==> src/rtl/assert_macros.svh <==
// ----------------------------------------------------------------------------
// assertion macros
// clocked on clk, disabled while arst_n is low
// ----------------------------------------------------------------------------
`ifndef ASSERT_MACROS_SVH
`define ASSERT_MACROS_SVH
`ifndef ASSERT_OFF
`define ASSERT_NOW(lbl, expr) \
	lbl: assert property (@(posedge clk) disable iff (!arst_n) (expr)) \
		else $error("assertion failed");
`define ASSERT_NEXT(lbl, ante, cons) \
	lbl: assert property (@(posedge clk) disable iff (!arst_n) (ante) |=> (cons)) \
		else $error("assertion failed");
`else
`define ASSERT_NOW(lbl, expr)
`define ASSERT_NEXT(lbl, ante, cons)
`endif
`endif

==> src/rtl/gpne_pkg.sv <==
// ----------------------------------------------------------------------------
// gpne_pkg
// shared types, register codes and saturating helpers
// ----------------------------------------------------------------------------
package gpne_pkg;

	localparam int unsigned CFG_W = 32;
	localparam int unsigned CFG_IDX_W = 3;

	typedef enum logic [CFG_IDX_W-1:0] {
		CFG_CUTOFF_SQ       = 3'd0,
		CFG_SWITCH_START_SQ = 3'd1,
		CFG_LJ_FLOOR_SQ     = 3'd2,
		CFG_COULOMB_FLOOR_SQ = 3'd3,
		CFG_CHARGE_SCALE    = 3'd4,
		CFG_EPSILON_SCALE   = 3'd5,
		CFG_SIGMA_SCALE     = 3'd6
	} cfg_idx_t;

	localparam logic [31:0] RST_CUTOFF_SQ        = 32'd4734976;
	localparam logic [31:0] RST_SWITCH_START_SQ  = 32'd4194304;
	localparam logic [31:0] RST_LJ_FLOOR_SQ      = 32'd2621;
	localparam logic [31:0] RST_COULOMB_FLOOR_SQ = 32'd16384;
	localparam logic [31:0] RST_CHARGE_SCALE     = 32'd65536;
	localparam logic [31:0] RST_EPSILON_SCALE    = 32'd65536;
	localparam logic [31:0] RST_SIGMA_SCALE      = 32'd65536;

	typedef enum logic [1:0] {SH_0, SH_16, SH_24, SH_32} shift_t;

	typedef struct packed {
		logic   start;
		shift_t sh;
	} mul_ctl_t;

	typedef struct packed {
		logic start;
		logic sqrt;
	} ds_ctl_t;

	function automatic logic [63:0] mag64(input logic [63:0] v);
		mag64 = v[63] ? (~v) + 64'd1 : v;
	endfunction

	function automatic logic [63:0] to_sgn(input logic neg, input logic [63:0] m);
		if (neg)
			to_sgn = m[63] ? 64'h8000_0000_0000_0000 : (~m) + 64'd1;
		else
			to_sgn = m[63] ? 64'h7FFF_FFFF_FFFF_FFFF : m;
	endfunction

	function automatic logic [63:0] sat_add(input logic [63:0] a, input logic [63:0] b);
		logic [64:0] s;
		s = {a[63], a} + {b[63], b};
		if (s[64] != s[63])
			sat_add = s[64] ? 64'h8000_0000_0000_0000 : 64'h7FFF_FFFF_FFFF_FFFF;
		else
			sat_add = s[63:0];
	endfunction

endpackage

==> src/rtl/gpne_mul.sv <==
// ----------------------------------------------------------------------------
// gpne_mul
// 64x64 unsigned multiply over four 32x32 partial products, shifted and saturated
// ----------------------------------------------------------------------------
module gpne_mul import gpne_pkg::*; (
	input  logic        clk,
	input  logic        arst_n,
	input  mul_ctl_t    ctl,
	input  logic [63:0] a,
	input  logic [63:0] b,
	output logic        busy,
	output logic        done,
	output logic [63:0] res
);

	logic [63:0]  a_q, b_q;
	shift_t       sh_q;
	logic [2:0]   k_q;
	logic         busy_q, done_q;
	logic [63:0]  pp_s1;
	logic [127:0] acc_q;
	logic [31:0]  op_a, op_b;
	logic [127:0] pp_ext, shifted;

	always_comb begin
		case (k_q[1:0])
			2'd0: begin op_a = a_q[31:0];  op_b = b_q[31:0];  end
			2'd1: begin op_a = a_q[31:0];  op_b = b_q[63:32]; end
			2'd2: begin op_a = a_q[63:32]; op_b = b_q[31:0];  end
			default: begin op_a = a_q[63:32]; op_b = b_q[63:32]; end
		endcase
		case (k_q)
			3'd1: pp_ext = {64'd0, pp_s1};
			3'd2, 3'd3: pp_ext = {32'd0, pp_s1, 32'd0};
			default: pp_ext = {pp_s1, 64'd0};
		endcase
		case (sh_q)
			SH_0: shifted = acc_q;
			SH_16: shifted = acc_q >> 16;
			SH_24: shifted = acc_q >> 24;
			default: shifted = acc_q >> 32;
		endcase
		res = (shifted[127:64] != 64'd0) ? '1 : shifted[63:0];
	end

	always_ff @(posedge clk or negedge arst_n) begin
		if (!arst_n) begin
			busy_q <= 1'b0;
			done_q <= 1'b0;
			k_q <= 3'd0;
		end else begin
			done_q <= 1'b0;
			if (ctl.start) begin
				busy_q <= 1'b1;
				k_q <= 3'd0;
			end else if (busy_q) begin
				if (k_q == 3'd4) begin
					busy_q <= 1'b0;
					done_q <= 1'b1;
				end else begin
					k_q <= k_q + 3'd1;
				end
			end
		end
	end

	always_ff @(posedge clk) begin
		if (ctl.start) begin
			a_q <= a;
			b_q <= b;
			sh_q <= ctl.sh;
			acc_q <= '0;
		end else if (busy_q) begin
			if (k_q != 3'd4)
				pp_s1 <= 64'(op_a) * 64'(op_b);
			if (k_q != 3'd0)
				acc_q <= acc_q + pp_ext;
		end
	end

	assign busy = busy_q;
	assign done = done_q;

endmodule

==> config.mk <==
export PLATFORM = sky130hd
export DESIGN_NAME = gpne_mul
export DESIGN_NICKNAME = d
export VERILOG_FILES = /design/src/rtl/assert_macros.svh /design/src/rtl/gpne_pkg.sv /design/src/rtl/gpne_mul.sv
export SDC_FILE = /design/constraint.sdc
export NUM_CORES = 2
export LEC_CHECK = 0
export CAP_MARGIN = 25
export CORE_MARGIN = 5
export CORE_UTILIZATION = 35
export CTS_CLUSTER_SIZE = 28
export DETAILED_ROUTE_END_ITERATION = 6
export DONT_BUFFER_PORTS = 1
export GPL_TIMING_DRIVEN = 0
export SETUP_SLACK_MARGIN = 0.1
export SLEW_MARGIN = 25
export SYNTH_ARGS = -nofsm -noshare
export SYNTH_HDL_FRONTEND = slang
export SYNTH_SLANG_ARGS = --single-unit
==> constraint.sdc <==
create_clock -name clk -period 19.3 [get_ports clk]
set_clock_uncertainty 0.15 [all_clocks]
set_input_delay 3.86 -clock clk [delete_from_list [all_inputs] [get_ports clk]]
set_output_delay 3.86 -clock clk [all_outputs]
set_load 0.02 [all_outputs]
==> qor.yml <==
critPathKind: "flop to flop"
hp-start: "acc_q[118]$_SDFFE_PP0P_"
cts.repair.resized: 0
critical-path-slowest-cell: "clkbuf_1"
yosys.area.top_type_share: 0.326
cpPeakStageDelay_ps: 930
final.setup.tns_ps: 0
cp.arrival_ps: 12720
relSlewSlack: 0.185
holdPathStages: 2
cts_root_buffer: "clkbuf_16"
crit_start: "k_q[0]$_DFFE_PN0P_"
ys.flop_type: "edfxtp_1"
maxCapViolCount: 0
postCtsSetupBuffers: 0
drt_iter0_markers: 4833
critPathRequiredTime_ps: 19520
drc_errors: 0
cts_sinks: 327
dpl.hpwl_um: 202000
cp-start-kind: "flop"
area_delta_synth_final_pct: 7.89
via_per_inst: 5.64
globalRouteOverflowTotal: 0
ios: 199
rsz0062_at_grt: "no"
cts_max_level: 2
grt_max_degree: 137
setup_viol: 0
r2r_end: "pp_s1[63]$_DFFE_PP_"
grt_antenna_before_repair: 18
cp_max_fo: 10
layout-drive-gt1-share: 0.0614
r2r_cells: 32
synth.distinct_cells: 85
cts_buffers: 39
final_antenna_net_count: 0
r2r_start: "k_q[0]$_DFFE_PN0P_"
seq_area_frac_synth: 0.155
clk_pin_slew_ps: 70
ys_ff_latch: 327
wl_per_cell_um: 29.0
fin_nets: 7717
cts_tree: "built"
rows: 145
die_y_um: 407
hold_class: "flop to flop"
whs_endpoint: "acc_q[118]$_SDFFE_PP0P_"
ys_top_cells_by_area: "fa_1 (33%), edfxtp_1 (11%), ha_1 (9.0%), inv_1 (6.5%), nand2_1 (6.2%)"
synthArstFlopShare: 0.0153
syn_avg_cell_area_um2: 8.82
syn-cell-area_um2: 55100
layout_setup_ws_ps: 6800
tightest_slew_ps: 1190
yosysTopAreaCell: "fa_1"
fin_crit_ps: 12500
gp_congestion: 1.05
core_um2: 156000
hold_buffers: 0
dp_slack_ps: 6980
die_x_um: 407
cp_common_cell: "fa_1"
ys_warn_count: 0
hold_slack_ps: 337
reg2reg_setup_slack_ps: 6800
start_util: 0.352
n_fill_cell: 16100
grt_pass1_vias: 47800
clkLatencyLatePin_ps: 640
routed-via-count: 47300
grt_pass1_wl_um: 345000
end_kind: "flop"
status: "completed"
hold_viol_final: 0
grt.total_usage: 0.292
wirelength_um: 243000
port_buffers: 0
cts_buffer_depth: 3
die-area_um2: 165000
fmax_mhz: 80.0
synthCells: 6240
first_pass_iters: 5
drv_slew: 0
synth_edf_count: 194
finalCritPeriodShare: 0.648
synth_fp_nets: 7665
cells in the final DEF, fill, tap and decap left out, drive strengths merged, types with 24 or more instances in the layout:
cell	instances
a21o	107
a21oi	356
a22o	38
a31oi	26
and2	46
and3	55
buf	37
clkbuf	340
dfxtp	128
edfxtp	194
fa	897
ha	395
inv	964
mux2	64
mux2i	62
mux4	64
nand2	905
nand2b	36
nand3	62
nand4	80
nor2	685
nor3	39
nor4	24
o21ai	194
o21bai	45
or2	78
xnor2	119
xor2	59
metrics by stage:
step	area (um^2)	instances	util
after floorplan	55100	6240	-
after global placement	57600	8298	0.369
after detailed placement	58100	8309	0.371
after CTS	59400	8380	0.380
after global routing	59400	8382	0.380
final	59400	8388	0.380
final cells by class:
cell class                      instances  area [um^2]  area share
Timing Repair Buffer                   11          130     0.00219
Tap cell                             2058         2570      0.0434
Sequential cell                       327         8510       0.143
Multi-Input combinational cell       4628        42000       0.706
Antenna cell                            8         20.0    0.000337
Inverter                              961         3610      0.0608
Clock buffer                           42          987      0.0166
Clock inverter                         29          324     0.00546
Buffer                                324         1280      0.0215
registers in the layout, indices dropped and copies added (netlist names):
signal / count
pp_s1: 64
a_q: 64
busy: 1
done: 1
acc_q: 128
b_q: 64
sh_q: 2
k_q: 3
worst max path at each step:
stage                     cells after the start                  end
after floorplan                              37  pp_s1[60]$_DFFE_PP_
after global placement                       36  pp_s1[58]$_DFFE_PP_
after detailed placement                     32  pp_s1[63]$_DFFE_PP_
after CTS                                    32  pp_s1[63]$_DFFE_PP_
after global routing                         37  pp_s1[60]$_DFFE_PP_
final                                        32  pp_s1[63]$_DFFE_PP_
worst max-delay path, delay by kind of cell (launching register included):
kind | cells | cell delay (ps)
AO/OA/AOI/OAI | 8 | 2770
XOR/XNOR | 1 | 160
adder cells (fa/ha/maj) | 10 | 4750
buffers and inverters | 8 | 2800
flip-flops | 1 | 410
multiplexers | 1 | 570
AND/OR/NAND/NOR | 4 | 560
Yosys cell counts, types with 19 or more instances:
master,instances
mux2i_1,62
a21o_1,107
dfxtp_1,128
a22o_1,38
clkbuf_1,297
inv_1,960
a31oi_1,25
ha_1,395
nor2b_1,19
a21oi_1,354
o21ai_0,185
or2_2,77
xor2_1,59
nand4_1,80
mux4_2,64
mux2_2,64
edfxtp_1,194
and3_1,54
nor4_1,24
o21bai_1,45
fa_1,897
nand2b_1,36
nand2_1,905
and2_1,45
nor2_1,685
nor3_1,39
nand3_1,61
o21a_1,19
xnor2_1,119
routing by layer:
metal | share of wire | track usage | up-vias | wire (um)
met5 | 0.00038 | 0 | - | 92
met1 | 0.39 | 0.371 | 23700 | 94600
li1 | - | - | 20200 | -
met3 | 0.10 | 0.0752 | 676 | 25100
met4 | 0.071 | 0.163 | 14 | 17200
met2 | 0.44 | 0.453 | 2709 | 106000
logic make-up after synthesis:
| logic type | after synthesis | share of synthesized area |
|---|---|---|
| AO/OA/AOI/OAI | 902 | 0.101 |
| XOR/XNOR | 178 | 0.0283 |
| adder cells (fa/ha/maj) | 1292 | 0.416 |
| buffers and inverters | 1285 | 0.0880 |
| flip-flops | 327 | 0.155 |
| multiplexers | 190 | 0.0505 |
| AND/OR/NAND/NOR | 2066 | 0.161 |
Power is not shown: default switching activity piles up to over one toggle a cycle in this logic, so the estimate is an artifact.
