`src/rtl/assert_macros.svh`:
```
// ----------------------------------------------------------------------------
// assertion macros
// clocked on clk, disabled while arst_n is low
// ----------------------------------------------------------------------------
`ifndef ASSERT_MACROS_SVH
`define ASSERT_MACROS_SVH
`ifndef ASSERT_OFF
`define ASSERT_NOW(lbl, expr) \
	lbl: assert property (@(posedge clk) disable iff (!arst_n) (expr)) \
		else $error("assertion failed");
`define ASSERT_NEXT(lbl, ante, cons) \
	lbl: assert property (@(posedge clk) disable iff (!arst_n) (ante) |=> (cons)) \
		else $error("assertion failed");
`else
`define ASSERT_NOW(lbl, expr)
`define ASSERT_NEXT(lbl, ante, cons)
`endif
`endif

```
`src/rtl/gpne_pkg.sv`:
```
// ----------------------------------------------------------------------------
// gpne_pkg
// shared types, register codes and saturating helpers
// ----------------------------------------------------------------------------
package gpne_pkg;

	localparam int unsigned CFG_W = 32;
	localparam int unsigned CFG_IDX_W = 3;

	typedef enum logic [CFG_IDX_W-1:0] {
		CFG_CUTOFF_SQ       = 3'd0,
		CFG_SWITCH_START_SQ = 3'd1,
		CFG_LJ_FLOOR_SQ     = 3'd2,
		CFG_COULOMB_FLOOR_SQ = 3'd3,
		CFG_CHARGE_SCALE    = 3'd4,
		CFG_EPSILON_SCALE   = 3'd5,
		CFG_SIGMA_SCALE     = 3'd6
	} cfg_idx_t;

	localparam logic [31:0] RST_CUTOFF_SQ        = 32'd4734976;
	localparam logic [31:0] RST_SWITCH_START_SQ  = 32'd4194304;
	localparam logic [31:0] RST_LJ_FLOOR_SQ      = 32'd2621;
	localparam logic [31:0] RST_COULOMB_FLOOR_SQ = 32'd16384;
	localparam logic [31:0] RST_CHARGE_SCALE     = 32'd65536;
	localparam logic [31:0] RST_EPSILON_SCALE    = 32'd65536;
	localparam logic [31:0] RST_SIGMA_SCALE      = 32'd65536;

	typedef enum logic [1:0] {SH_0, SH_16, SH_24, SH_32} shift_t;

	typedef struct packed {
		logic   start;
		shift_t sh;
	} mul_ctl_t;

	typedef struct packed {
		logic start;
		logic sqrt;
	} ds_ctl_t;

	function automatic logic [63:0] mag64(input logic [63:0] v);
		mag64 = v[63] ? (~v) + 64'd1 : v;
	endfunction

	function automatic logic [63:0] to_sgn(input logic neg, input logic [63:0] m);
		if (neg)
			to_sgn = m[63] ? 64'h8000_0000_0000_0000 : (~m) + 64'd1;
		else
			to_sgn = m[63] ? 64'h7FFF_FFFF_FFFF_FFFF : m;
	endfunction

	function automatic logic [63:0] sat_add(input logic [63:0] a, input logic [63:0] b);
		logic [64:0] s;
		s = {a[63], a} + {b[63], b};
		if (s[64] != s[63])
			sat_add = s[64] ? 64'h8000_0000_0000_0000 : 64'h7FFF_FFFF_FFFF_FFFF;
		else
			sat_add = s[63:0];
	endfunction

endpackage

```
`src/rtl/gpne_divsqrt.sv`:
```
// ----------------------------------------------------------------------------
// gpne_divsqrt
// restoring divider (one quotient bit a cycle) and square root (one root bit a cycle from two radicand bits)
// ----------------------------------------------------------------------------
module gpne_divsqrt import gpne_pkg::*; (
	input  logic        clk,
	input  logic        arst_n,
	input  ds_ctl_t     ctl,
	input  logic [64:0] dividend,
	input  logic [63:0] divisor,
	input  logic [63:0] radicand,
	output logic        busy,
	output logic        done,
	output logic [63:0] res
);

	logic [95:0] n_q;
	logic [63:0] rem_q, d_q;
	logic [64:0] q_q;
	logic        sqrt_q, busy_q, done_q;
	logic [6:0]  cnt_q;
	logic [65:0] cand, sub;
	logic        ge;

	always_comb begin
		if (sqrt_q) begin
			cand = {rem_q, n_q[95:94]};
			sub = {16'd0, q_q[47:0], 2'b01};
		end else begin
			cand = {1'b0, rem_q, n_q[95]};
			sub = {2'b00, d_q};
		end
		ge = (cand >= sub);
	end

	always_ff @(posedge clk or negedge arst_n) begin
		if (!arst_n) begin
			busy_q <= 1'b0;
			done_q <= 1'b0;
			cnt_q <= 7'd0;
		end else begin
			done_q <= 1'b0;
			if (ctl.start) begin
				busy_q <= 1'b1;
				cnt_q <= ctl.sqrt ? 7'd48 : 7'd65;
			end else if (busy_q) begin
				cnt_q <= cnt_q - 7'd1;
				if (cnt_q == 7'd1) begin
					busy_q <= 1'b0;
					done_q <= 1'b1;
				end
			end
		end
	end

	always_ff @(posedge clk) begin
		if (ctl.start) begin
			sqrt_q <= ctl.sqrt;
			n_q <= ctl.sqrt ? {radicand, 32'd0} : {dividend, 31'd0};
			d_q <= divisor;
			rem_q <= '0;
			q_q <= '0;
		end else if (busy_q) begin
			rem_q <= ge ? 64'(cand - sub) : cand[63:0];
			q_q <= {q_q[63:0], ge};
			n_q <= sqrt_q ? {n_q[93:0], 2'b00} : {n_q[94:0], 1'b0};
		end
	end

	assign busy = busy_q;
	assign done = done_q;
	assign res = q_q[63:0];

endmodule

```
`config.mk`:
```
export PLATFORM = sky130hd
export DESIGN_NAME = gpne_divsqrt
export DESIGN_NICKNAME = d
export VERILOG_FILES = /design/src/rtl/assert_macros.svh /design/src/rtl/gpne_pkg.sv /design/src/rtl/gpne_divsqrt.sv
export SDC_FILE = /design/constraint.sdc
export NUM_CORES = 1
export LEC_CHECK = 0
export BUFFER_PORTS_ARGS = -buffer_cell sky130_fd_sc_hd__buf_2
export CORE_ASPECT_RATIO = 0.7
export CORE_MARGIN = 3
export CORE_UTILIZATION = 55
export DETAILED_ROUTE_END_ITERATION = 16
export PLACE_DENSITY = 0.78
export SLEW_MARGIN = 10
export SYNTH_ARGS = -nofsm -noshare
export SYNTH_HDL_FRONTEND = slang
export SYNTH_SLANG_ARGS = --single-unit
```
`constraint.sdc`:
```
create_clock -name clk -period 10.4 [get_ports clk]
set_input_delay 3.12 -clock clk [delete_from_list [all_inputs] [get_ports clk]]
set_output_delay 3.12 -clock clk [all_outputs]
set_load 0.02 [all_outputs]
```
==> impl_metrics.json, run 1 <==
{
  "asyncSetResetFlopFracSynth": 0.0337,
  "num_vias": 13900,
  "gr-usage-all-layers": 0.242,
  "postRouteWirelength_um": 41500,
  "synth-main-ff-cell": "sky130_fd_sc_hd__edfxtp_1",
  "synth_largest_area_cell": "sky130_fd_sc_hd__edfxtp_1",
  "core_sq_um": 29500,
  "grt_start_max_net_pins": 129,
  "rows": 52,
  "worst_ir_drop_vdd_uv": 169,
  "gr-usage-met3": 0.0442,
  "yosys_warnings": 0,
  "synth-seq-area-share": 0.398,
  "i_o_pins": 263,
  "place.gp.congestion": 0.940,
  "cts_tree": "done",
  "grt.overflow.total": 0,
  "numCtsBuffers": 27,
  "min_path_type": "reg2reg",
  "drive_above_1_share": 0.203,
  "min-delay-start": "rem_q[17]",
  "regToRegStartpoint": "sqrt_q",
  "design.die.area_sq_um": 32800,
  "critPathSlowestCell": "sky130_fd_sc_hd__buf_4",
  "grt_pass1_wl_um": 67500,
  "cts_hold_buf": 0,
  "use_met2": 0.359,
  "worst_skew_pair.late_latency_ps": 570,
  "synthDistinctLibCells": 74,
  "chipWidth_um": 215,
  "setup-tns-final_ps": 0,
  "grt_setup_unrepaired": "false",
  "power.static_leakage_nw": 8.61,
  "htree_num_levels": 1,
  "dpl.hpwl_um": 29600,
  "chipHeight_um": 152,
  "final_core_util": 0.644,
  "grt_pass1_vias": 13200,
  "period_needed_ps": 5830,
  "start_to_end_type_of_the_worst_setup_path": "reg2reg",
  "crit_chain": "buf_4 > buf_4 > mux2_2 > ha_1 > a21oi_2 > o21ai_0 > a211o_1 > o22a_1 > o2111ai_2 > o21ai_2 > a21oi_4 > buf_4 > mux2_1 > mux2i_1 > nor2_1",
  "cts_resized": 0,
  "floorplan.initialDensity": 0.570,
  "ctsLongestPathBuffers": 3,
  "drv_slew": 0,
  "worst-slew-pin-transition_ps": 1090,
  "initialDrtViolationCount": 1128,
  "worst_ep_required_time_ps": 10800,
  "cts_root_buffer": "sky130_fd_sc_hd__clkbuf_16",
  "detailedRoute.firstPassIterationCount": 8,
  "postSynthAreaPerCell_sq_um": 9.50,
  "global_route.usage.met1": 0.371,
  "detailedPlace.worstSlack_ps": 4550,
  "yosys_register_bits": 267,
  "wire_per_inst_um": 17.5,
  "postLayoutSetupSlackWorst_ps": 4570,
  "crit_start": "sqrt_q",
  "worstSetupStartpointType": "flip-flop",
  "critPathMostFrequentCell": "sky130_fd_sc_hd__buf_4",
  "run_status": "finished clean",
  "cts.reportedPaths.clkPinSlew_ps": 70,
  "antenna_found_initial": 2,
  "final.setup_skew_ps": 23.8,
  "post_synthesis_net_count": 2035,
  "area_growth_pct": 13.1,
  "drt.antenna.violating_nets": 0,
  "vias_per_cell": 5.86,
  "power-per-cell-area_nw_per_um2": 250,
  "cts.sinks": 267,
  "final_hold_viol_count": 0,
  "route.detailed.drc": 0,
  "max_cap_viol_count": 0,
  "finish.net_count": 2202,
  "setup_violations": 0,
  "cts_post_setup_buffers_inserted": 0,
  "grt-busiest-layer": "met1",
  "synth_top_area_share": 0.232,
  "synth_top_area_cells": "sky130_fd_sc_hd__edfxtp_1, sky130_fd_sc_hd__dfxtp_1, sky130_fd_sc_hd__mux2i_1",
  "critPathCaptureType": "flip-flop",
  "path_max_fanout": 80,
  "port_buffers": 262,
  "filler_cell_count": 2418,
  "timing.critical_path.slowest_cell_delay_ps": 750,
  "max-slew-margin-rel": 0.276,
  "timing.fmax_mhz": 172,
  "final.period_utilization": 0.561,
  "synthesis.area_sq_um": 16800,
  "synth_enable_flop_cells": 130,
  "arrival_ps": 6230,
  "synthCells": 1771
}
[cells in the mapped netlist (all sizes together), types with 16 or more instances]
library cell,n
nor2,204
mux2i,191
a21oi,177
edfxtp,130
dfxtp,128
a211oi,115
clkbuf,84
nand2,70
nor2b,69
ha,66
mux2,64
buf,50
o21ai,46
a21o,33
xnor2,32
nand4,30
xor2,28
inv,25
nand2b,24
nand3,22
nor3,20
o21bai,17
o211ai,16
[power by group]
group	total (W)	internal, W	switching [W]
Clock	0.000946	0.000533	0.000413
Sequential	0.00137	0.00127	0.000101
Combinational	0.00243	0.00101	0.00143
Total	0.00475	0.00281	0.00194
[metrics by stage]
| step | hold slack [ps] | cells | total power, W | area (sq um) |
|---|---|---|---|---|
| 2_1_floorplan | 466 | 1771 | 0.00327 | 16800 |
| 3_3_place_gp | 473 | 2314 | 0.00370 | 18200 |
| 3_5_place_dp | 490 | 2314 | 0.00375 | 18200 |
| 4_1_cts | 500 | 2364 | 0.00472 | 19000 |
| 5_1_grt | 508 | 2365 | 0.00508 | 19000 |
| 6_report | 496 | 2365 | 0.00475 | 19000 |
[cell type report]
type                    instances  area [sq um]  area share
repair buffers                272          1400      0.0735
flip-flops and latches        267          6700       0.352
diodes                          1          2.50    0.000132
multi-input cells            1343          9470       0.498
well taps                     405           507      0.0266
clock inverters                 6          46.3     0.00243
clock buffers                  44           810      0.0425
inverters                      27           101     0.00533
[cell families after synthesis]
logic type,synth area share
AND/OR/NAND/NOR,0.136
AO/OA/AOI/OAI,0.188
flip-flops,0.398
multiplexers,0.156
buffers and inverters,0.0404
adder cells (fa/ha/maj),0.0503
XOR/XNOR,0.0312
[final timing paths]
path	to	slack, ps	cells after the start
min in group asynchronous	cnt_q[5]	2400	1
max in group asynchronous	busy	7780	1
max reg2reg	rem_q[14]	4570	15
max	rem_q[14]	4570	15
min reg2reg	rem_q[17]	500	2
min	rem_q[17]	500	2
[placed cells by master, fill, tap and decap left out, types with 13 or more instances in the layout]
master and instances:
sky130_fd_sc_hd__buf_2 260, sky130_fd_sc_hd__nor2_1 202, sky130_fd_sc_hd__mux2i_1 191, sky130_fd_sc_hd__a21oi_1 171
sky130_fd_sc_hd__edfxtp_1 130, sky130_fd_sc_hd__dfxtp_1 128, sky130_fd_sc_hd__a211oi_1 114, sky130_fd_sc_hd__nor2b_1 69
sky130_fd_sc_hd__nand2_1 69, sky130_fd_sc_hd__ha_1 66, sky130_fd_sc_hd__mux2_2 63, sky130_fd_sc_hd__o21ai_0 38
sky130_fd_sc_hd__a21o_1 33, sky130_fd_sc_hd__xnor2_1 32, sky130_fd_sc_hd__nand4_1 30, sky130_fd_sc_hd__xor2_1 28
sky130_fd_sc_hd__clkbuf_16 27, sky130_fd_sc_hd__inv_1 25, sky130_fd_sc_hd__nand2b_1 24, sky130_fd_sc_hd__nand3_1 22
sky130_fd_sc_hd__nor3_1 20, sky130_fd_sc_hd__o21bai_1 16, sky130_fd_sc_hd__o211ai_1 15, sky130_fd_sc_hd__a31oi_1 13
[worst max-delay path, delay by kind of cell, from the launching register on]
family | cells | cell delay [ps]
and+or+nand+nor | 1 | 60
DFF | 1 | 350
adders and majority gates | 1 | 410
buffers and inverters | 3 | 1880
muxes | 3 | 940
AOI/OAI and AO/OA | 7 | 1910
[state kept, by name (all words and copies together) (netlist names)]
signal / count
busy: 1
q_q: 64
done: 1
rem_q: 64
sqrt_q: 1
n_q: 65
cnt_q: 7
d_q: 64
[layer usage]
layer  routed length (um)  vias to the layer above  part of all wire
met5                   12                        -           0.00029
met4                  668                        2             0.016
met3                 2810                       58             0.068
met2                17600                      477              0.42
met1                20400                     6461              0.49
li1                     -                     6864                 -
Note: power is estimated with default switching activity, not from simulation.
==> run 2, diff against run 1 <==
==> constraint.sdc (replaced) <==
create_clock -name clk -period 5.78 [get_ports clk]
set_input_delay 1.734 -clock clk [delete_from_list [all_inputs] [get_ports clk]]
set_output_delay 1.734 -clock clk [all_outputs]
set_load 0.02 [all_outputs]
==> impl_metrics.json, run 2 (synthesis results as in run 1) <==
{
  "core_sq_um": 29500,
  "dpl.hpwl_um": 29900,
  "htree_num_levels": 1,
  "vias_per_cell": 5.83,
  "place.gp.congestion": 0.952,
  "max_cap_viol_count": 0,
  "drt.antenna.violating_nets": 0,
  "gr-usage-all-layers": 0.242,
  "min_path_type": "reg2reg",
  "path_max_fanout": 39,
  "timing.fmax_mhz": 205,
  "detailedRoute.firstPassIterationCount": 5,
  "cts_hold_buf": 0,
  "max-slew-margin-rel": 0.264,
  "grt_pass1_wl_um": 67300,
  "cts_resized": 0,
  "rows": 52,
  "power-per-cell-area_nw_per_um2": 444,
  "chipHeight_um": 152,
  "floorplan.initialDensity": 0.570,
  "critPathTopFamily": "compound AO/OA/AOI/OAI gates",
  "grt_start_max_net_pins": 226,
  "worst_skew_pair.late_latency_ps": 540,
  "num_vias": 13800,
  "cts_tree": "done",
  "initialDrtViolationCount": 1255,
  "largest_register_ffs": 65,
  "worst_ep_required_time_ps": 6150,
  "dp.cells": 2318,
  "final_hold_viol_count": 0,
  "final.setup_skew_ps": 12.9,
  "power.static_leakage_nw": 8.62,
  "fin_area_sq_um": 19000,
  "area_growth_pct": 13.1,
  "final_common_cell": "sky130_fd_sc_hd__buf_2",
  "worst_ir_drop_vdd_uv": 278,
  "antennaDiodeCount": 0,
  "arrival_ps": 5240,
  "run_status": "finished clean",
  "rrSetupSlack_ps": 910,
  "grt_setup_unrepaired": "false",
  "top_register": "n_q",
  "design.die.area_sq_um": 32800,
  "setup_violations": 0,
  "cts_root_buffer": "sky130_fd_sc_hd__clkbuf_16",
  "worstSetupStartpointType": "flip-flop",
  "final.period_utilization": 0.842,
  "most-common-layout-cells": "sky130_fd_sc_hd__buf_2, sky130_fd_sc_hd__nor2_1, sky130_fd_sc_hd__mux2i_1",
  "cts.reportedPaths.clkPinSlew_ps": 60,
  "port_buffers": 262,
  "route.detailed.drc": 0,
  "critPathSlowestCell": "sky130_fd_sc_hd__a21oi_4",
  "timing.critical_path.slowest_cell_delay_ps": 770,
  "i_o_pins": 263,
  "worst-slew-pin-transition_ps": 1100,
  "numCtsBuffers": 26,
  "postRouteWirelength_um": 41700,
  "drive_above_1_share": 0.203,
  "crit_chain": "buf_12 > buf_4 > mux2_2 > ha_1 > a211o_1 > a31oi_1 > o21ai_1 > a31oi_1 > o21a_1 > o21ai_2 > a21oi_4 > buf_4 > nor2_1 > a21oi_1 > a211oi_1",
  "start_to_end_type_of_the_worst_setup_path": "reg2reg",
  "setup-tns-final_ps": 0,
  "cts_post_setup_buffers_inserted": 0,
  "drv_slew": 0,
  "period_needed_ps": 4870,
  "cp.buffers_inverters": 3,
  "critPathCaptureType": "flip-flop",
  "finish.net_count": 2205,
  "area_after_detailed_placement_sq_um": 18200,
  "chipWidth_um": 215,
  "grt.overflow.total": 0,
  "wire_per_inst_um": 17.6,
  "ctsLongestPathBuffers": 3,
  "grt_pass1_vias": 13100,
  "final_cell_count_no_fill": 2366,
  "cts.sinks": 267,
  "antenna_found_initial": 0
}
==> run 2: cell types whose count changed in the layout (fill, tap and decap cells not counted) <==
cell,previous run,this run
sky130_fd_sc_hd__buf_12,0,3
sky130_fd_sc_hd__buf_4,11,12
sky130_fd_sc_hd__clkbuf_1,10,6
sky130_fd_sc_hd__clkbuf_8,7,2
sky130_fd_sc_hd__clkinv_1,2,7
sky130_fd_sc_hd__clkinv_2,2,3
sky130_fd_sc_hd__clkinv_4,1,2
sky130_fd_sc_hd__clkinvlp_4,1,2
sky130_fd_sc_hd__diode_2,1,0
sky130_fd_sc_hd__inv_8,1,0
==> run 2: layout make-up <==
type	count	area, sq um
Clock inverter	13	75.1
Multi-Input combinational cell	1343	9470
Clock buffer	35	726
Sequential cell	267	6700
Tap cell	405	507
Timing Repair Buffer	276	1470
Fill cell	2475	10500
Inverter	27	101
==> run 2: worst paths after layout <==
path	cells past startpoint	start	endpoint
worst min-delay path	2	rem_q[17]	rem_q[17]
worst max register to register	15	sqrt_q	rem_q[16]
worst max-delay path	15	sqrt_q	rem_q[16]
max in group asynchronous	1	arst_n	busy
worst min register to register	2	rem_q[17]	rem_q[17]
min in group asynchronous	1	arst_n	cnt_q[2]
==> run 2: worst register-to-register path: cells and delay by family, from the launching register on <==
| kind | cells | cell delay [ps] |
|---|---|---|
| AOI/OAI and AO/OA | 9 | 2200 |
| adders and majority gates | 1 | 410 |
| and+or+nand+nor | 1 | 120 |
| muxes | 1 | 400 |
| DFF | 1 | 460 |
| buffers and inverters | 3 | 1110 |
==> run 2: report_power, final <==
part,internal [W],switching (W)
logic,0.00183,0.00254
clock network,0.000884,0.000724
registers,0.00229,0.000185
==> run 2: stage by stage <==
| step | total power [W] | util | hold slack (ps) | setup WS (ps) |
|---|---|---|---|---|
| global route | 0.00906 | 0.645 | 505 | 592 |
| detailed placement | 0.00677 | 0.617 | 484 | 919 |
| CTS | 0.00841 | 0.645 | 500 | 907 |
| finish | 0.00845 | 0.645 | 500 | 913 |
| floorplan | 0.00589 | - | 466 | 1310 |
| global placement | 0.00668 | 0.617 | 472 | 1030 |
==> run 2: metal layers <==
metal | vias to the layer above | global-route usage | share of wire
met4 | 0 | 0.0437 | 0.015
li1 | 6877 | - | -
met2 | 431 | 0.362 | 0.43
met5 | - | 0 | 0
met1 | 6447 | 0.373 | 0.49
met3 | 47 | 0.0403 | 0.062
